## src/sv/jq_pkg.sv

```systemverilog
`timescale 1ns / 1ps
// ----------------------------------------------------------------------------
// jq_pkg
// shared types and constants of the job queue
// ----------------------------------------------------------------------------
package jq_pkg;

    localparam int QUEUE_DEPTH_DEF = 16;
    localparam int TAG_BITS_DEF    = 16;
    localparam int ID_BITS         = 16;
    localparam int OUT_TAG_BITS    = 16;
    localparam int IN_TDATA_BITS   = 40;
    localparam int OUT_TDATA_BITS  = 64;

    localparam logic [1:0] OP_ENQ = 2'd0;
    localparam logic [1:0] OP_DEQ = 2'd1;
    localparam logic [1:0] OP_REM = 2'd2;

    localparam logic [1:0] ST_DONE = 2'd0;
    localparam logic [1:0] ST_MISS = 2'd1;
    localparam logic [1:0] ST_FULL = 2'd2;

    typedef enum logic [2:0] {
        S_IDLE,
        S_TAKE,
        S_SCAN_RD,
        S_SCAN_CHK,
        S_SHIFT_RD,
        S_SHIFT_WR,
        S_FRONT_RD,
        S_FRONT_WAIT
    } t_state;

    typedef struct packed {
        logic [1:0]              status;
        logic [OUT_TAG_BITS-1:0] taken_job;
        logic [ID_BITS-1:0]      taken_requester;
        logic                    front_valid;
        logic [OUT_TAG_BITS-1:0] front_job;
        logic                    is_empty;
        logic [4:0]              entries_held;
    } t_result;

endpackage

```

## src/sv/jq_mem.sv

```systemverilog
`timescale 1ns / 1ps
// ----------------------------------------------------------------------------
// jq_mem
// entry store: one write port, one registered read port
// ----------------------------------------------------------------------------
module jq_mem #(
    parameter int DEPTH = 16,
    parameter int DW    = 32
) (
    input  logic                     i_clk,
    input  logic                     i_we,
    input  logic [$clog2(DEPTH)-1:0] i_waddr,
    input  logic [DW-1:0]            i_wdata,
    input  logic [$clog2(DEPTH)-1:0] i_raddr,
    output logic [DW-1:0]            o_rdata
);

    logic [DW-1:0] r_mem [DEPTH];
    logic [DW-1:0] r_rdata;

    always_ff @(posedge i_clk) begin
        if (i_we) begin
            r_mem[i_waddr] <= i_wdata;
        end
        r_rdata <= r_mem[i_raddr];
    end

    assign o_rdata = r_rdata;

endmodule

```

## src/sv/jq_ctrl.sv

```systemverilog
`timescale 1ns / 1ps
// ----------------------------------------------------------------------------
// jq_ctrl
// sequencer: circular queue pointers, scan and gap closing over the store
// ----------------------------------------------------------------------------
module jq_ctrl
    import jq_pkg::*;
#(
    parameter int QUEUE_DEPTH = QUEUE_DEPTH_DEF,
    parameter int TAG_BITS    = TAG_BITS_DEF,
    localparam int AW = $clog2(QUEUE_DEPTH),
    localparam int CW = $clog2(QUEUE_DEPTH + 1),
    localparam int DW = ID_BITS + TAG_BITS
) (
    input  logic               i_clk,
    input  logic               i_rst_n,
    input  logic               i_in_valid,
    output logic               o_in_ready,
    input  logic [1:0]         i_op,
    input  logic [15:0]        i_job_tag,
    input  logic [ID_BITS-1:0] i_requester_id,
    output logic               o_res_valid,
    input  logic               i_res_ready,
    output t_result            o_res,
    output logic               o_mem_we,
    output logic [AW-1:0]      o_mem_waddr,
    output logic [DW-1:0]      o_mem_wdata,
    output logic [AW-1:0]      o_mem_raddr,
    input  logic [DW-1:0]      i_mem_rdata
);

    t_state r_state, n_state;
    logic [AW-1:0] r_head, n_head, r_tail, n_tail, r_p, n_p;
    logic [AW-1:0] r_j, n_j;
    logic [CW-1:0] r_count, n_count;
    logic [ID_BITS-1:0] r_rid, n_rid;
    logic [1:0] r_status, n_status;
    logic [DW-1:0] r_taken, n_taken;

    logic accept;
    logic [TAG_BITS-1:0] rd_job;
    logic [ID_BITS-1:0] rd_owner;
    logic more;
    logic more_shift;

    function automatic logic [AW-1:0] inc_ptr(input logic [AW-1:0] p);
        logic [AW-1:0] r;
        if (p == AW'(QUEUE_DEPTH - 1)) begin
            r = '0;
        end else begin
            r = p + 1'b1;
        end
        return r;
    endfunction

    assign accept     = i_in_valid && (r_state == S_IDLE);
    assign rd_job     = i_mem_rdata[TAG_BITS-1:0];
    assign rd_owner   = i_mem_rdata[DW-1:TAG_BITS];
    assign more       = (CW'(r_j) + CW'(1)) < r_count;
    assign more_shift = (CW'(r_j) + CW'(2)) < r_count;

    always_ff @(posedge i_clk) begin
        if (!i_rst_n) begin
            r_state <= S_IDLE;
            r_head  <= '0;
            r_tail  <= '0;
            r_count <= '0;
        end else begin
            r_state <= n_state;
            r_head  <= n_head;
            r_tail  <= n_tail;
            r_count <= n_count;
        end
        r_p      <= n_p;
        r_j      <= n_j;
        r_rid    <= n_rid;
        r_status <= n_status;
        r_taken  <= n_taken;
    end

    // next state
    always_comb begin
        n_state = r_state;
        case (r_state)
            S_IDLE: begin
                if (i_in_valid) begin
                    case (i_op)
                        OP_DEQ:  n_state = (r_count != '0) ? S_TAKE : S_FRONT_RD;
                        OP_REM:  n_state = (r_count != '0) ? S_SCAN_RD : S_FRONT_RD;
                        default: n_state = S_FRONT_RD;
                    endcase
                end
            end
            S_TAKE:     n_state = S_FRONT_RD;
            S_SCAN_RD:  n_state = S_SCAN_CHK;
            S_SCAN_CHK: begin
                if (rd_owner == r_rid) begin
                    n_state = more ? S_SHIFT_RD : S_FRONT_RD;
                end else begin
                    n_state = more ? S_SCAN_RD : S_FRONT_RD;
                end
            end
            S_SHIFT_RD: n_state = S_SHIFT_WR;
            S_SHIFT_WR: n_state = more_shift ? S_SHIFT_RD : S_FRONT_RD;
            S_FRONT_RD: n_state = S_FRONT_WAIT;
            S_FRONT_WAIT: begin
                if (i_res_ready) begin
                    n_state = S_IDLE;
                end
            end
            default:    n_state = S_IDLE;
        endcase
    end

    // datapath and outputs
    always_comb begin
        n_head      = r_head;
        n_tail      = r_tail;
        n_count     = r_count;
        n_p         = r_p;
        n_j         = r_j;
        n_rid       = r_rid;
        n_status    = r_status;
        n_taken     = r_taken;
        o_mem_we    = 1'b0;
        o_mem_waddr = r_tail;
        o_mem_wdata = {i_requester_id, TAG_BITS'(i_job_tag)};
        o_mem_raddr = r_head;
        o_in_ready  = (r_state == S_IDLE);
        o_res_valid = 1'b0;
        o_res       = '0;
        case (r_state)
            S_IDLE: begin
                if (accept) begin
                    n_rid    = i_requester_id;
                    n_status = ST_MISS;
                    n_taken  = '0;
                    n_p      = r_head;
                    n_j      = '0;
                    if (i_op == OP_ENQ) begin
                        if (r_count >= CW'(QUEUE_DEPTH)) begin
                            n_status = ST_FULL;
                        end else begin
                            o_mem_we = 1'b1;
                            n_tail   = inc_ptr(r_tail);
                            n_count  = r_count + 1'b1;
                            n_status = ST_DONE;
                        end
                    end
                end
            end
            S_TAKE: begin
                n_taken  = i_mem_rdata;
                n_status = ST_DONE;
                n_head   = inc_ptr(r_head);
                n_count  = r_count - 1'b1;
            end
            S_SCAN_RD: begin
                o_mem_raddr = r_p;
            end
            S_SCAN_CHK: begin
                if (rd_owner == r_rid) begin
                    n_taken  = i_mem_rdata;
                    n_status = ST_DONE;
                    if (!more) begin
                        n_tail  = r_p;
                        n_count = r_count - 1'b1;
                    end
                end else if (more) begin
                    n_p = inc_ptr(r_p);
                    n_j = r_j + 1'b1;
                end
            end
            S_SHIFT_RD: begin
                o_mem_raddr = inc_ptr(r_p);
            end
            S_SHIFT_WR: begin
                o_mem_we    = 1'b1;
                o_mem_waddr = r_p;
                o_mem_wdata = i_mem_rdata;
                n_p         = inc_ptr(r_p);
                n_j         = r_j + 1'b1;
                if (!more_shift) begin
                    n_tail  = inc_ptr(r_p);
                    n_count = r_count - 1'b1;
                end
            end
            S_FRONT_RD: begin
                o_mem_raddr = r_head;
            end
            S_FRONT_WAIT: begin
                o_res_valid           = 1'b1;
                o_res.status          = r_status;
                o_res.taken_job       = OUT_TAG_BITS'(r_taken[TAG_BITS-1:0]);
                o_res.taken_requester = r_taken[DW-1:TAG_BITS];
                o_res.front_valid     = (r_count != '0);
                o_res.front_job       = (r_count != '0) ? OUT_TAG_BITS'(rd_job) : '0;
                o_res.is_empty        = (r_count == '0);
                o_res.entries_held    = 5'(r_count);
            end
            default: begin
                o_in_ready = 1'b0;
            end
        endcase
    end

endmodule

```

## src/sv/job_queue_with_remove_by_owner.sv

```systemverilog
`timescale 1ns / 1ps
// remove reads and checks each entry scanned, then reads and writes each entry it shifts
// throughput: one item at a time; a new beat is taken only once the last result has been
// passed on, and the single read port of the entry store is walked one entry at a time
// reset: synchronous active low, clears pointers, count and handshake state
// entry store is not cleared; entries past the count are ignored wherever they are read
// ----------------------------------------------------------------------------
// job_queue_with_remove_by_owner
// bounded job queue with enqueue, dequeue and remove by requester
// ----------------------------------------------------------------------------
module job_queue_with_remove_by_owner
    import jq_pkg::*;
#(
    parameter int QUEUE_DEPTH = QUEUE_DEPTH_DEF,
    parameter int TAG_BITS    = TAG_BITS_DEF
) (
    input  logic                      i_clk,
    input  logic                      i_rst_n,
    input  logic                      i_s_axis_tvalid,
    output logic                      o_s_axis_tready,
    // op[1:0], job_tag[17:2], requester_id[33:18], zero fill
    input  logic [IN_TDATA_BITS-1:0]  i_s_axis_tdata,
    output logic                      o_m_axis_tvalid,
    input  logic                      i_m_axis_tready,
    // status[1:0], taken_job[17:2], taken_requester[33:18], front_valid[34],
    // front_job[50:35], is_empty[51], entries_held[56:52], zero fill
    output logic [OUT_TDATA_BITS-1:0] o_m_axis_tdata
);

    localparam int AW = $clog2(QUEUE_DEPTH);
    localparam int DW = ID_BITS + TAG_BITS;

    logic res_valid, res_ready;
    t_result res;
    logic mem_we;
    logic [AW-1:0] mem_waddr, mem_raddr;
    logic [DW-1:0] mem_wdata, mem_rdata;

    logic r_out_valid;
    t_result r_out;

    jq_ctrl #(
        .QUEUE_DEPTH (QUEUE_DEPTH),
        .TAG_BITS    (TAG_BITS)
    ) u_ctrl (
        .i_clk          (i_clk),
        .i_rst_n        (i_rst_n),
        .i_in_valid     (i_s_axis_tvalid),
        .o_in_ready     (o_s_axis_tready),
        .i_op           (i_s_axis_tdata[1:0]),
        .i_job_tag      (i_s_axis_tdata[17:2]),
        .i_requester_id (i_s_axis_tdata[33:18]),
        .o_res_valid    (res_valid),
        .i_res_ready    (res_ready),
        .o_res          (res),
        .o_mem_we       (mem_we),
        .o_mem_waddr    (mem_waddr),
        .o_mem_wdata    (mem_wdata),
        .o_mem_raddr    (mem_raddr),
        .i_mem_rdata    (mem_rdata)
    );

    jq_mem #(
        .DEPTH (QUEUE_DEPTH),
        .DW    (DW)
    ) u_mem (
        .i_clk   (i_clk),
        .i_we    (mem_we),
        .i_waddr (mem_waddr),
        .i_wdata (mem_wdata),
        .i_raddr (mem_raddr),
        .o_rdata (mem_rdata)
    );

    assign res_ready = !r_out_valid || i_m_axis_tready;

    always_ff @(posedge i_clk) begin
        if (!i_rst_n) begin
            r_out_valid <= 1'b0;
        end else if (res_ready) begin
            r_out_valid <= res_valid;
        end
        if (res_ready && res_valid) begin
            r_out <= res;
        end
    end

    assign o_m_axis_tvalid = r_out_valid;
    assign o_m_axis_tdata  = {7'd0, r_out.entries_held, r_out.is_empty, r_out.front_job,
                              r_out.front_valid, r_out.taken_requester, r_out.taken_job,
                              r_out.status};

endmodule

```

## config.mk

```make
export PLATFORM = sky130hd
export DESIGN_NAME = job_queue_with_remove_by_owner
export DESIGN_NICKNAME = d
export VERILOG_FILES = /design/src/sv/jq_pkg.sv /design/src/sv/jq_mem.sv /design/src/sv/jq_ctrl.sv /design/src/sv/job_queue_with_remove_by_owner.sv
export SDC_FILE = /design/constraint.sdc
export NUM_CORES = 1
export LEC_CHECK = 0
export BUFFER_PORTS_ARGS = -buffer_cell sky130_fd_sc_hd__clkbuf_2
export CORE_ASPECT_RATIO = 1.25
export CORE_MARGIN = 2
export CORE_UTILIZATION = 45
export DETAILED_ROUTE_END_ITERATION = 12
export HOLD_SLACK_MARGIN = 0.08
export PLACE_DENSITY = 0.59
export SLEW_MARGIN = 20
export SYNTH_ARGS = -nofsm -noshare
export SYNTH_HDL_FRONTEND = slang
export SYNTH_SLANG_ARGS = --single-unit
```

## constraint.sdc

```tcl
create_clock -name i_clk -period 10.2 [get_ports i_clk]
set_input_delay 2.04 -clock i_clk [delete_from_list [all_inputs] [get_ports i_clk]]
set_output_delay 2.04 -clock i_clk [all_outputs]
set_load 0.05 [all_outputs]
```

==> results of run 1 <==
## cells by family (layout without fill, tap and decap cells)
logic type	after synthesis	in the layout	share of synthesized area, %
flip-flops	676	676	73.51
XOR/XNOR	26	26	0.8451
adder cells (fa/ha/maj)	20	20	0.9565
AND/OR/NAND/NOR	604	604	10.74
buffers and inverters	124	268	2.387
other	1	7	0.01392
multiplexers	131	131	4.880
AO/OA/AOI/OAI	224	224	6.672
## critical path, cell delays in order
cell and delay, ns:
sky130_fd_sc_hd__clkbuf_2 0.09, sky130_fd_sc_hd__inv_1 0.07, sky130_fd_sc_hd__ha_1 0.18, sky130_fd_sc_hd__nor2b_1 0.33, sky130_fd_sc_hd__nand4_1 0.17, sky130_fd_sc_hd__a21oi_1 0.31
sky130_fd_sc_hd__o21ai_1 0.35, sky130_fd_sc_hd__nor2_4 0.63, sky130_fd_sc_hd__buf_4 0.49
## power groups by stage
stage | sequential, mW | clock, mW | combinational [mW]
5_1_grt | 3.69 | 2.50 | 3.21
3_5_place_dp | 3.72 | 0 | 2.96
2_1_floorplan | 3.66 | 0 | 2.12
4_1_cts | 3.66 | 2.40 | 2.97
6_report | 3.67 | 2.35 | 2.96
3_3_place_gp | 3.71 | 0 | 2.90
## stage by stage
stage / power [mW] / std cells / hold slack (ns) / worst slack [ns]
global placement: 6.607 / 2599 / 0.4945 / 4.931
finish: 8.981 / 2721 / 0.5158 / 5.766
floorplan: 5.783 / 1812 / 0.4752 / 5.137
detailed placement: 6.676 / 2599 / 0.5026 / 5.180
global route: 9.403 / 2721 / 0.5360 / 5.583
CTS: 9.029 / 2720 / 0.5155 / 5.800
## worst min path at each step
| stage | slack [ns] | cells past startpoint | endpoint |
|---|---|---|---|
| 6_report | 0.52 | 1 | o_m_axis_tdata[30]$_SDFFCE_PN0P_ |
| 5_1_grt | 0.54 | 1 | o_m_axis_tdata[17]$_SDFFCE_PN0P_ |
| 4_1_cts | 0.52 | 1 | o_m_axis_tdata[11]$_SDFFCE_PN0P_ |
| 3_5_place_dp | 0.50 | 1 | o_m_axis_tdata[1]$_SDFFCE_PN0P_ |
| 3_3_place_gp | 0.49 | 2 | u_ctrl.r_count[3]$_SDFFE_PN0P_ |
| 2_1_floorplan | 0.48 | 2 | u_ctrl.r_count[3]$_SDFFE_PN0P_ |
## area by class of cell
cell class	count	area, um2
multi-input combinational	1012	6698
tap	765	957.2
fill	4878	29040
clock buffer	92	1882
inverter	15	56.30
sequential	676	19810
clock inverter	29	205.2
timing repair buffer	132	783.3
## cell usage after synthesis, drive strengths merged (2+ instances only)
cell type and number:
nor2 43, nand4 2, xnor2 3, and3 40, nor2b 8, nor4 5, o211a 2, o221ai 4
edfxtp 627, inv 14, and2 51, a32oi 129, xor2 23, mux2 3, o21ai 21, and4 32
o31ai 2, o211ai 3, or4 2, a31oi 5, mux2i 128, a21o 4, a21oi 30, nor3 21
o22ai 4, nand3 10, nand2 372, or3 5, nor3b 5, o22a 2, a311oi 6, dfxtp 49
buf 60, a211oi 3, ha 19, clkbuf 49, nand2b 4
## routing by layer
layer / up-vias / global-route usage, %
li1: 7062 / -
met1: 7889 / 27.01
met4: 0 / 8.036
met3: 101 / 2.881
met5: - / 0
met2: 527 / 36.35
## state kept, by name, summed over array words and instances (netlist names)
| signal | cells |
|---|---|
| u_mem.o_rdata | 32 |
| u_ctrl.r_tail | 4 |
| u_ctrl.r_status | 2 |
| u_ctrl.r_count | 5 |
| u_ctrl.r_head | 4 |
| u_ctrl.r_rid | 16 |
| o_m_axis_tvalid | 1 |
| u_ctrl.r_j | 4 |
| o_m_axis_tdata | 57 |
| u_ctrl.r_state | 3 |
| u_ctrl.r_p | 4 |
| u_mem.r_mem | 512 |
| u_ctrl.r_taken | 32 |
==> qor.log, run 1 <==
qor: placement.detailed_place_hpwl 35,230 um
qor: logic_synthesis.synth_seq_cells 676
qor: setup_path.critPathArrivalTime 4.69 ns
qor: clock_tree.clockRootBuffer sky130_fd_sc_hd__clkbuf_16
qor: clock_tree.insertion_delay 0.61 ns
qor: clock_tree.cts.reportedPaths.clkPinSlew 0.06 ns
qor: floorplan.floorplan.die.height 277.6 um
qor: power.sw_frac_of_total 35.79%
qor: global_routing.grt_max_degree 195
qor: setup_path.crit-reg2reg-launch u_ctrl.r_state[0]$_SDFFE_PN0P_
qor: power.power-per-cell-area 295.5 nW/um2
qor: power.leakage 10.93 nW
qor: floorplan.die_ar 61,870 um2
qor: power.power_frac_seq 40.8%
qor: clock_tree.post-cts-setup-buffers 0
qor: setup_path.worstSetupStartpoint i_s_axis_tdata[0]
qor: outcome.outcome complete, no violations
qor: floorplan.die_width 222.9 um
qor: cells_and_area.finalCoreUtilization 51.14%
qor: detailed_routing.met2RoutedLength 33,070 um
qor: sta.hold_viol_final 0
qor: setup_path.crit_required 10.46 ns
qor: logic_synthesis.syn_area 26,950 um2
qor: logic_synthesis.yosysTopAreaCellShare 69.87%
qor: sta.layout_min_cycle_time 4.434 ns
qor: logic_synthesis.instance_count_of_the_mapped_netlist 1,806
qor: cells_and_area.design.final.nets 1,967
qor: logic_synthesis.synth_area_leader_cell sky130_fd_sc_hd__edfxtp_1
qor: detailed_routing.drtAntennaViolNets 0
qor: power.power.clock.fraction 26.2%
qor: sta.totalNegativeSetupSlack 0 ns
qor: sta.final_slew_violations 0
qor: sta.rsz0062_at_grt no
qor: cells_and_area.antenna_cells_inserted 0
qor: clock_tree.cts_hold_buffers 0
qor: cells_and_area.drive_above_1_share 14.26%
qor: clock_tree.numClockSinks 676
qor: worst_hold_path.min-delay-start u_ctrl.r_taken[28]$_SDFFCE_PN0P_
qor: detailed_routing.topRoutingLayerUsed met4
qor: floorplan.num_rows 100
qor: setup_path.criticalPathCategory in -> reg
qor: logic_synthesis.share_of_flip_flops_with_an_asynchronous_set_or_reset 0%
qor: placement.gpl.final_weighted_congestion 0.7836
qor: global_routing.first_pass_grt_wire_length 96,080 um
qor: sta.report.final.setup_viol 0
qor: global_routing.via_count_of_the_first_global_routing_pass 15,437
qor: cells_and_area.layout_common_cells sky130_fd_sc_hd__edfxtp_1 (627), sky130_fd_sc_hd__nand2_1 (371), sky130_fd_sc_hd__a32oi_1 (129)
qor: power.internal_power 5.767 mW
qor: detailed_routing.wl 65,260 um
qor: global_routing.gr-usage-all-layers 21.05%
qor: logic_synthesis.synth.distinct_cells 69
qor: setup_path.reg2reg_slack 6.21 ns
qor: detailed_routing.routedWlPerCell 23.98 um
qor: floorplan.design.portCount 110
qor: clock_tree.post_cts.resized_instances 0
qor: run.max_cap_viol_count 0
qor: power.ir_worst_vdd 0.2463 mV
qor: setup_path.cp_max_fo 19
qor: detailed_routing.detailroute.via_count 15,579
qor: sta.slew_headroom 27.48%
qor: power.netSwitchingPower 3.214 mW
qor: detailed_routing.number_of_detailed_routing_iterations_run_before_antenna_repair 7
qor: setup_path.timing.critical_path.to_type flip-flop
qor: clock_tree.htreeDepth 3
qor: cells_and_area.final_common_cell sky130_fd_sc_hd__edfxtp_1
qor: global_routing.gr-total-overflow 0
qor: placement.placedInstanceArea 28,270 um2
qor: detailed_routing.wl_met1 26,630 um
qor: logic_synthesis.avgSynthCellArea 14.92 um2
qor: setup_path.crit_path_end u_mem.r_mem[10][28]$_DFFE_PP_
qor: placement.io_buffers 96
qor: sta.final_clock_skew 0.01615 ns
qor: logic_synthesis.synth-edff-count 627
qor: cells_and_area.layout-area-overhead-vs-synth 12.78%
qor: sta.fmax 225.5 MHz
qor: logic_synthesis.yosysWarnings 0
qor: setup_path.r2r_end u_mem.r_mem[10][28]$_DFFE_PP_
qor: detailed_routing.drt-vias-per-instance 5.725
qor: setup_path.startpoint_type primary input
qor: floorplan.initial_standard_cell_utilization_of_the_core 45.34%
qor: worst_hold_path.worst_hold_path_type reg -> reg
qor: floorplan.coreArea 59,430 um2
qor: sta.layout_worst_path_cycle_share 43.47%
qor: power.pwr-share-comb 33.0%
qor: global_routing.antenna_found_initial 0
qor: detailed_routing.drc 0
qor: clock_tree.cts_tree yes
qor: detailed_routing.detailroute.wirelength.met3 3758 um
qor: setup_path.reg2reg_depth 7
qor: detailed_routing.drt_first_iter_violations 1,374
qor: logic_synthesis.synth_ff_type sky130_fd_sc_hd__edfxtp_1
qor: logic_synthesis.yosys-top-cells-area sky130_fd_sc_hd__edfxtp_1 (70%), sky130_fd_sc_hd__nand2_1 (5.2%), sky130_fd_sc_hd__mux2i_1 (4.8%), sky130_fd_sc_hd__a32oi_1 (4.2%), sky130_fd_sc_hd__dfxtp_1 (3.6%)
qor: sta.worst_slew_pin_slew 1.084 ns
qor: cells_and_area.layout.cell_area.non_filler 30,390 um2
qor: logic_synthesis.ys_seq_area_share 73.51%
qor: clock_tree.cts_buffer_depth 3
qor: clock_tree.cts-buffers-inserted 66
Note: power is estimated with default switching activity, not from simulation.
==> run 2: changes to the inputs <==
Settings changed: ABC_AREA set to 1, PLACE_DENSITY 0.59 to 0.61.
Clock period 10.2 ns to 3.9 ns, I/O delays scaled along.
==> run 2 against run 1 <==
Net effect: sequential share of layout area down 6.0 points; flip-flop and latch count did not move; register-to-register slack worse by 5.7 ns; die area grew 9.4%; setup slack worse by 5.2 ns; largest power group is now combinational cells; final cell count grew 39%; clock power grew to 2.7 times the previous value; utilization rose by 0.16 points.
==> qor.log, run 2 <==
qor: logic_synthesis.ys_seq_area_share 67.11% [was 73.51%]
qor: logic_synthesis.yosysWarnings 0 [unchanged]
qor: global_routing.gr-usage-all-layers 22.03% [was 21.05%]
qor: setup_path.critPathArrivalTime 3.87 ns [was 4.69 ns]
qor: sta.rsz0062_at_grt no [unchanged]
qor: sta.hold_viol_final 0 [unchanged]
qor: floorplan.die_ar 67,670 um2 [was 61,870 um2]
qor: clock_tree.cts-buffers-inserted 67 [was 66]
qor: logic_synthesis.share_of_flip_flops_with_an_asynchronous_set_or_reset 0% [unchanged]
qor: global_routing.gr-total-overflow 0 [unchanged]
qor: setup_path.cp_max_fo 81 [was 19]
qor: clock_tree.clockRootBuffer sky130_fd_sc_hd__clkbuf_16 [unchanged]
qor: logic_synthesis.yosysTopAreaCellShare 63.79% [was 69.87%]
qor: power.power-per-cell-area 790.4 nW/um2 [was 295.5 nW/um2]
qor: detailed_routing.detailroute.via_count 20,197 [was 15,579]
qor: sta.fmax 296.5 MHz
qor: placement.io_buffers 96 [unchanged]
qor: setup_path.criticalPathCategory reg -> reg [was in -> reg]
qor: cells_and_area.antenna_cells_inserted 0 [unchanged]
qor: clock_tree.cts_buffer_depth 3 [unchanged]
qor: logic_synthesis.synth.distinct_cells 34 [was 69]
qor: detailed_routing.drc 0 [unchanged]
qor: sta.final_slew_violations 0 [unchanged]
qor: placement.detailed_place_hpwl 39,310 um [was 35,230 um]
qor: power.leakage 13.89 nW [was 10.93 nW]
qor: clock_tree.cts.reportedPaths.clkPinSlew 0.06 ns [about the same]
qor: clock_tree.post-cts-setup-buffers 0 [unchanged]
qor: sta.totalNegativeSetupSlack 0 ns [unchanged]
qor: detailed_routing.drtAntennaViolNets 0 [unchanged]
qor: logic_synthesis.syn_area 29,520 um2 [was 26,950 um2]
qor: setup_path.startpoint_type flip-flop [was primary input]
qor: cells_and_area.layout_common_cells sky130_fd_sc_hd__edfxtp_1 (627), sky130_fd_sc_hd__nand3_1 (602), sky130_fd_sc_hd__nand2_1 (494) [was sky130_fd_sc_hd__edfxtp_1 (627), sky130_fd_sc_hd__nand2_1 (371), sky130_fd_sc_hd__a32oi_1 (129)]
qor: setup_path.crit_required 4.39 ns [was 10.46 ns]
qor: floorplan.die_width 233.1 um [was 222.9 um]
qor: detailed_routing.routedWlPerCell 19.61 um [was 23.98 um]
qor: outcome.outcome complete, no violations [unchanged]
qor: logic_synthesis.yosys-top-cells-area sky130_fd_sc_hd__edfxtp_1 (64%), sky130_fd_sc_hd__nand3_1 (10%), sky130_fd_sc_hd__nand2_1 (6.3%), sky130_fd_sc_hd__inv_1 (6.0%), sky130_fd_sc_hd__dfxtp_1 (3.3%) [was sky130_fd_sc_hd__edfxtp_1 (70%), sky130_fd_sc_hd__nand2_1 (5.2%), sky130_fd_sc_hd__mux2i_1 (4.8%), sky130_fd_sc_hd__a32oi_1 (4.2%), sky130_fd_sc_hd__dfxtp_1 (3.6%)]
qor: floorplan.initial_standard_cell_utilization_of_the_core 45.21% [was 45.34%]
qor: logic_synthesis.synth-edff-count 627 [unchanged]
qor: logic_synthesis.synth.top_cells.by_count sky130_fd_sc_hd__edfxtp_1 (627), sky130_fd_sc_hd__nand3_1 (603), sky130_fd_sc_hd__nand2_1 (494), sky130_fd_sc_hd__inv_1 (472), sky130_fd_sc_hd__nor2_1 (165) [was sky130_fd_sc_hd__edfxtp_1 (627), sky130_fd_sc_hd__nand2_1 (371), sky130_fd_sc_hd__a32oi_1 (129), sky130_fd_sc_hd__mux2i_1 (128), sky130_fd_sc_hd__and2_1 (51)]
qor: clock_tree.post_cts.resized_instances 0 [unchanged]
qor: setup_path.timing.critical_path.to_type flip-flop [unchanged]
qor: worst_hold_path.worst_hold_path_type in -> reg [was reg -> reg]
qor: sta.worst_slew_pin_slew 1.143 ns [was 1.084 ns]
qor: global_routing.first_pass_grt_wire_length 113,800 um [was 96,080 um]
qor: cells_and_area.layout-area-overhead-vs-synth 13.47% [was 12.78%]
qor: power.ir_worst_vdd 0.7039 mV [was 0.2463 mV]
qor: floorplan.floorplan.die.height 290.3 um [was 277.6 um]
qor: clock_tree.cts_tree yes [unchanged]
qor: detailed_routing.drt_first_iter_violations 1,771 [was 1,374]
qor: detailed_routing.drt-vias-per-instance 5.332 [was 5.725]
qor: global_routing.antenna_found_initial 1 [was 0]
qor: cells_and_area.design.final.nets 2,941 [was 1,967]
qor: logic_synthesis.instance_count_of_the_mapped_netlist 2,790 [was 1,806]
qor: cells_and_area.drive_above_1_share 10.23% [was 14.26%]
qor: logic_synthesis.avgSynthCellArea 10.58 um2 [was 14.92 um2]
qor: sta.slew_headroom 23.83% [was 27.48%]
qor: detailed_routing.number_of_detailed_routing_iterations_run_before_antenna_repair 6 [was 7]
qor: sta.layout_min_cycle_time 3.372 ns
qor: sta.final.hold.worst_slack 0.3660 ns [was 0.5158 ns]
qor: global_routing.via_count_of_the_first_global_routing_pass 19,809 [was 15,437]
qor: placement.gpl.final_weighted_congestion 0.8444 [was 0.7836]
qor: sta.layout_worst_path_cycle_share 86.47%
qor: sta.final_clock_skew 0.02367 ns [was 0.01615 ns]
qor: logic_synthesis.synth_seq_cells 676 [unchanged]
qor: clock_tree.numClockSinks 676 [unchanged]
qor: logic_synthesis.synth_area_leader_cell sky130_fd_sc_hd__edfxtp_1 [unchanged]
qor: clock_tree.insertion_delay 0.61 ns [about the same]
qor: floorplan.num_rows 105 [was 100]
qor: cells_and_area.regMostFlops u_mem.r_mem [unchanged]
qor: cells_and_area.final_common_cell sky130_fd_sc_hd__edfxtp_1 [unchanged]
qor: detailed_routing.wl 74,290 um [was 65,260 um]
qor: floorplan.design.portCount 110 [unchanged]
qor: logic_synthesis.synth_ff_type sky130_fd_sc_hd__edfxtp_1 [unchanged]
qor: clock_tree.htreeDepth 3 [unchanged]
qor: clock_tree.cts_hold_buffers 0 [unchanged]
qor: run.max_cap_viol_count 0 [unchanged]
qor: logic_synthesis.yosys.cell_count.top_type sky130_fd_sc_hd__edfxtp_1 [unchanged]
qor: sta.report.final.setup_viol 0 [unchanged]
qor: cells_and_area.largest_register_ffs 512 [unchanged]
qor: global_routing.grt_max_degree 129 [was 195]
qor: floorplan.coreArea 65,290 um2 [was 59,430 um2]
==> run 2: changes by cell type after synthesis, sizes merged, moves of 30 or more <==
| cell | delta |
|---|---|
| a32oi | -129 |
| nand2 | +125 |
| o21ai | +30 |
| and3 | -40 |
| and2 | -50 |
| inv | +461 |
| nor2 | +124 |
| buf | +72 |
| nand3 | +593 |
| and4 | -32 |
| nand3b | +88 |
| mux2i | -128 |
==> run 2: worst paths after layout <==
| kind | from | depth (start not counted) | endpoint | slack [ns] |
|---|---|---|---|---|
| setup / recovery | u_ctrl.r_p[1]$_DFFE_PP_ | 11 | u_mem.o_rdata[17]$_DFF_P_ | 0.53 |
| hold / removal | i_s_axis_tdata[30] | 1 | u_ctrl.r_rid[12]$_DFFE_PP_ | 0.37 |
| setup reg to reg | u_ctrl.r_p[1]$_DFFE_PP_ | 11 | u_mem.o_rdata[17]$_DFF_P_ | 0.53 |
| hold reg to reg | u_ctrl.r_count[4]$_SDFFE_PN0P_ | 2 | u_ctrl.r_count[4]$_SDFFE_PN0P_ | 0.52 |
==> run 2: cells by family (layout without fill, tap and decap cells) <==
logic type	Yosys count	in the layout	share of synthesized area [%]
AOI/OAI and AO/OA	73	73	1.378
xor gates and xnor gates	17	17	0.5044
adders and majority gates	20	20	0.8732
buffers and inverters	633	769	8.851
DFF	676	676	67.11
other	1	7	0.01270
and+or+nand+nor	1370	1370	21.27
==> run 2: routing by layer <==
metal / part of all wire, % / GRT usage (%) / up-vias
met1: 40 / 28.04 / 9861
li1: - / - / 9441
met5: 0 / 0 / -
met4: 3.0 / 9.026 / 0
met2: 50 / 37.61 / 750
met3: 6.6 / 3.159 / 145
==> run 2: metrics by stage <==
step           cells  worst slack, ns  util [%]  cell area (um2)  total power [mW]
2_1_floorplan   2796          0.08757         -            29540             17.18
3_3_place_gp    3664           0.7009     47.97            31320             19.81
3_5_place_dp    3664           0.5819     47.97            31320             20.12
4_1_cts         3788           0.5850     51.29            33490             26.58
5_1_grt         3788           0.3531     51.29            33490             28.12
6_report        3788           0.5277     51.29            33490             26.47
==> run 2: cell type report <==
cell class | count | area, um2
clock buffer | 89 | 1810
sequential | 676 | 19810
fill | 5700 | 31800
inverter | 475 | 1788
clock inverter | 35 | 357.8
multi-input combinational | 1487 | 7303
timing repair buffer | 170 | 1353
tap | 856 | 1071
==> run 2: report_power, final <==
part	switching (mW)	internal (mW)	total, mW
registers	0.320	8.91	9.23
logic	7.74	3.07	10.8
clock network	2.73	3.70	6.43
total	10.8	15.7	26.5
==> run 2: critical path: stages (launching register included) <==
cell                       delay [ns]
sky130_fd_sc_hd__edfxtp_1        0.49
sky130_fd_sc_hd__ha_1            0.26
sky130_fd_sc_hd__nand3_1         0.12
sky130_fd_sc_hd__nand4_1         0.15
sky130_fd_sc_hd__nand3_4         0.11
sky130_fd_sc_hd__buf_4           0.73
sky130_fd_sc_hd__buf_4           0.74
sky130_fd_sc_hd__nand3_1         0.16
sky130_fd_sc_hd__nand3_1         0.14
sky130_fd_sc_hd__nand3_1         0.09
sky130_fd_sc_hd__nand3_1         0.16
sky130_fd_sc_hd__nand2_1         0.07
==> run 3: changes to the inputs <==
Settings changed: PLACE_DENSITY 0.61 to 0.69, SYNTH_HIERARCHICAL set to 1.
==> run 3 against run 2 <==
Net effect: sequential share of layout area rose by 0.88 points; total power shrank 9.2%; hold slack worse by 0.0086 ns; sequential power fell by 0.7%; count of clock-buffer cells in the layout fell by 7; critical endpoint is now u_mem/o_rdata[9]$_DFF_P_.
==> qor.log, run 3 <==
qor: global_routing.via_count_of_the_first_global_routing_pass 18,282 [was 19,809]
qor: detailed_routing.wl 66,720 um [was 74,290 um]
qor: sta.final_slew_violations 0 [unchanged]
qor: logic_synthesis.share_of_flip_flops_with_an_asynchronous_set_or_reset 0% [unchanged]
qor: logic_synthesis.yosys-top-cells-area sky130_fd_sc_hd__edfxtp_1 (64%), sky130_fd_sc_hd__nand2_1 (11%), sky130_fd_sc_hd__nand3_1 (7.0%), sky130_fd_sc_hd__inv_1 (6.4%), sky130_fd_sc_hd__dfxtp_1 (3.3%) [was sky130_fd_sc_hd__edfxtp_1 (64%), sky130_fd_sc_hd__nand3_1 (10%), sky130_fd_sc_hd__nand2_1 (6.3%), sky130_fd_sc_hd__inv_1 (6.0%), sky130_fd_sc_hd__dfxtp_1 (3.3%)]
qor: detailed_routing.drc 0 [unchanged]
qor: detailed_routing.detailroute.via_count 19,270 [was 20,197]
qor: logic_synthesis.compound_gate_fraction_of_synth_area 1.411% [was 1.378%]
qor: run.max_cap_viol_count 0 [unchanged]
qor: cells_and_area.regMostFlops u_mem/r_mem [was u_mem.r_mem]
qor: cells_and_area.antenna_cells_inserted 0 [unchanged]
qor: sta.final_clock_skew 0.01792 ns [was 0.02367 ns]
qor: sta.slew_headroom 30.57% [was 23.83%]
qor: worst_hold_path.worstHoldPathCells 1 [unchanged]
qor: floorplan.floorplan.die.height 289.5 um [was 290.3 um]
qor: logic_synthesis.synth_fa_ha_area_share 0.8782% [was 0.8732%]
qor: logic_synthesis.instance_count_of_the_mapped_netlist 2,860 [was 2,790]
qor: setup_path.critPathMostFrequentCell sky130_fd_sc_hd__nand2_1 [was sky130_fd_sc_hd__nand3_1]
qor: logic_synthesis.avgSynthCellArea 10.26 um2 [was 10.58 um2]
qor: placement.place_inst 3,759 [was 3,664]
qor: setup_path.cp_cell_sequence inv_2 > nand2_1 > nor2_1 > nor2_1 > nand2_1 > o311ai_2 > inv_6 > buf_4 > nand2_1 > nand2_1 > nand2_1 > nand3_1 > nand3_1 > nand2_1 [was ha_1 > nand3_1 > nand4_1 > nand3_4 > buf_4 > buf_4 > nand3_1 > nand3_1 > nand3_1 > nand3_1 > nand2_1]
qor: sta.hold_viol_final 0 [unchanged]
qor: sta.report.final.setup_viol 0 [unchanged]
qor: setup_path.timing.critical_path.to_type flip-flop [unchanged]
qor: floorplan.die_ar 67,290 um2 [was 67,670 um2]
qor: setup_path.startpoint_type flip-flop [unchanged]
qor: cells_and_area.largest_register_ffs 512 [unchanged]
qor: detailed_routing.number_of_detailed_routing_iterations_run_before_antenna_repair 5 [was 6]
qor: setup_path.cpPeakStageDelay 0.56 ns [was 0.74 ns]
qor: global_routing.antenna_found_initial 5 [was 1]
qor: cells_and_area.layout-area-overhead-vs-synth 12.45% [was 13.47%]
qor: logic_synthesis.synth.mux.area_fraction 0% [unchanged]
qor: detailed_routing.drt-vias-per-instance 4.978 [was 5.332]
qor: floorplan.coreArea 64,410 um2 [was 65,290 um2]
qor: cells_and_area.drive_above_1_share 10.62% [was 10.23%]
qor: detailed_routing.drt_first_iter_violations 1,812 [was 1,771]
qor: sta.rsz0062_at_grt no [unchanged]
qor: placement.placedInstanceArea 31,080 um2 [was 31,320 um2]
qor: placement.io_buffers 96 [unchanged]
qor: global_routing.first_pass_grt_wire_length 102,900 um [was 113,800 um]
qor: cells_and_area.layout_common_cells sky130_fd_sc_hd__nand2_1 (843), sky130_fd_sc_hd__edfxtp_1 (627), sky130_fd_sc_hd__inv_1 (502) [was sky130_fd_sc_hd__edfxtp_1 (627), sky130_fd_sc_hd__nand3_1 (602), sky130_fd_sc_hd__nand2_1 (494)]
qor: cells_and_area.design.final.nets 3,037 [was 2,941]
qor: cells_and_area.final.fill_count 5,464 [was 5,700]
qor: floorplan.initial_standard_cell_utilization_of_the_core 45.57% [was 45.21%]
qor: power.p_total 24.05 mW [was 26.47 mW]
qor: clock_tree.cts_buffer_depth 3 [unchanged]
qor: sta.worst_slew_pin_slew 1.042 ns [was 1.143 ns]
qor: worst_hold_path.worst_hold_path_type in -> reg [unchanged]
qor: setup_path.cp_max_delay_cell sky130_fd_sc_hd__inv_6 [was sky130_fd_sc_hd__buf_4]
qor: setup_path.crit_cells 14 [was 11]
qor: clock_tree.post_cts.resized_instances 0 [unchanged]
qor: logic_synthesis.ys_seq_area_share 67.49% [was 67.11%]
qor: logic_synthesis.largest_family_of_logic_cells_by_synthesized_area simple AND/OR/NAND/NOR gates [unchanged]
qor: detailed_routing.routedWlPerCell 17.24 um [was 19.61 um]
qor: setup_path.cp.buffers_inverters 3 [was 2]
qor: power.ir_worst_vdd 0.8855 mV [was 0.7039 mV]
qor: global_routing.gr-usage-all-layers 19.90% [was 22.03%]
qor: logic_synthesis.yosys.cell_count.top_type sky130_fd_sc_hd__nand2_1 [was sky130_fd_sc_hd__edfxtp_1]
qor: cells_and_area.seq_area 19,810 um2 [unchanged]
qor: detailed_routing.drtAntennaViolNets 0 [unchanged]
qor: logic_synthesis.syn_area 29,350 um2 [was 29,520 um2]
qor: sta.layout_worst_path_cycle_share 82.50% [was 86.47%]
qor: placement.detailed_place_hpwl 36,440 um [was 39,310 um]
qor: logic_synthesis.yosysTopAreaCellShare 64.15% [was 63.79%]
qor: logic_synthesis.synthSimpleGateAreaFrac 20.53% [was 21.27%]
qor: logic_synthesis.yosysWarnings 6 [was 0]
qor: floorplan.num_rows 104 [was 105]
qor: clock_tree.cts-buffers-inserted 60 [was 67]
qor: sta.layout_min_cycle_time 3.217 ns [was 3.372 ns]
qor: setup_path.reg2reg_depth 14 [was 11]
qor: setup_path.cp_max_fo 66 [was 81]
qor: clock_tree.numClockSinks 676 [unchanged]
qor: sta.fmax 310.8 MHz [was 296.5 MHz]
qor: logic_synthesis.synth_ff_type sky130_fd_sc_hd__edfxtp_1 [unchanged]
qor: sta.final.hold.worst_slack 0.3574 ns [was 0.3660 ns]
qor: sta.totalNegativeSetupSlack 0 ns [unchanged]
qor: logic_synthesis.synth.distinct_cells 41 [was 34]
qor: global_routing.grt_max_degree 103 [was 129]
qor: logic_synthesis.synth_area_leader_cell sky130_fd_sc_hd__edfxtp_1 [unchanged]
qor: cells_and_area.multiInputGateArea 6954 um2 [was 7303 um2]
qor: floorplan.die_width 232.4 um [was 233.1 um]
qor: floorplan.design.portCount 110 [unchanged]
qor: cells_and_area.layout.cell_area.non_filler 33,000 um2 [was 33,490 um2]
qor: cells_and_area.final_cells 3,871 [was 3,788]
qor: clock_tree.htreeDepth 2 [was 3]
qor: power.leakage 14.05 nW [was 13.89 nW]
qor: logic_synthesis.synth.top_cells.by_count sky130_fd_sc_hd__nand2_1 (843), sky130_fd_sc_hd__edfxtp_1 (627), sky130_fd_sc_hd__inv_1 (504), sky130_fd_sc_hd__nand3_1 (408), sky130_fd_sc_hd__nor2_1 (152) [was sky130_fd_sc_hd__edfxtp_1 (627), sky130_fd_sc_hd__nand3_1 (603), sky130_fd_sc_hd__nand2_1 (494), sky130_fd_sc_hd__inv_1 (472), sky130_fd_sc_hd__nor2_1 (165)]
qor: setup_path.critical_path.top_delay_family buffers and inverters [unchanged]
qor: logic_synthesis.synth_area_in_xor_xnor 0.1791% [was 0.5044%]
qor: setup_path.criticalPathCategory reg -> reg [unchanged]
qor: clock_tree.cts_hold_buffers 0 [unchanged]
qor: setup_path.crit_required 4.46 ns [was 4.39 ns]
qor: cells_and_area.final_common_cell sky130_fd_sc_hd__nand2_1 [was sky130_fd_sc_hd__edfxtp_1]
qor: clock_tree.clockRootBuffer sky130_fd_sc_hd__clkbuf_16 [unchanged]
qor: global_routing.gr-total-overflow 0 [unchanged]
qor: clock_tree.cts_tree yes [unchanged]
qor: logic_synthesis.synth-edff-count 627 [unchanged]
qor: clock_tree.cts.reportedPaths.clkPinSlew 0.07 ns [was 0.06 ns]
qor: clock_tree.insertion_delay 0.62 ns [was 0.61 ns]
qor: setup_path.critPathArrivalTime 3.78 ns [was 3.87 ns]
qor: outcome.outcome complete, no violations [unchanged]
qor: placement.gpl.final_weighted_congestion 0.8081 [was 0.8444]
qor: logic_synthesis.synth_seq_cells 676 [unchanged]
qor: power.power-per-cell-area 728.6 nW/um2 [was 790.4 nW/um2]
qor: clock_tree.post-cts-setup-buffers 0 [unchanged]
[run 3: report_power, final]
group	total, mW	internal (mW)	leakage [nW]	switching [mW]
Combinational	9.11	2.70	7.07	6.41
Sequential	9.17	8.87	6.04	0.307
Clock	5.76	3.18	0.944	2.58
[run 3: kinds of logic after synthesis]
group | Yosys count
DFF | 676
other | 1
buffers and inverters | 648
AOI/OAI and AO/OA | 78
and+or+nand+nor | 1431
adders and majority gates | 20
xor gates and xnor gates | 6
[run 3: final cells by class]
cell class / count / area share, %
clock buffer: 82 / 5.012
tap: 848 / 3.215
multi-input combinational: 1542 / 21.07
clock inverter: 30 / 0.8189
inverter: 517 / 5.903
sequential: 676 / 60.02
timing repair buffer: 176 / 3.958
[run 3: stage by stage]
step | util [%] | setup slack (ns)
3_5_place_dp | 48.25 | 0.7027
4_1_cts | 51.24 | 0.7118
5_1_grt | 51.24 | 0.3993
2_1_floorplan | - | 0.3690
3_3_place_gp | 48.25 | 0.7415
6_report | 51.24 | 0.6826
[run 3: worst paths after layout]
| kind | from | endpoint | slack [ns] |
|---|---|---|---|
| worst min-delay path | i_s_axis_tdata[25] | u_ctrl/r_rid[7]$_DFFE_PP_ | 0.36 |
| worst max register to register | u_ctrl/r_state[0]$_SDFFE_PN0P_ | u_mem/o_rdata[9]$_DFF_P_ | 0.68 |
| worst min register to register | u_ctrl/r_count[2]$_SDFFE_PN0P_ | u_ctrl/r_count[2]$_SDFFE_PN0P_ | 0.53 |
| worst max-delay path | u_ctrl/r_state[0]$_SDFFE_PN0P_ | u_mem/o_rdata[9]$_DFF_P_ | 0.68 |
[run 3: routing by layer]
metal  share of wire (%)  vias to the layer above  global-route usage (%)  wire, um
li1                    -                     9395                       -         -
met1                  40                     9029                   25.66     26690
met2                  49                      694                   34.33     33010
met3                 7.5                      142                   2.924      5009
met4                 2.9                       10                   7.019      1949
met5               0.087                        -                       0        58
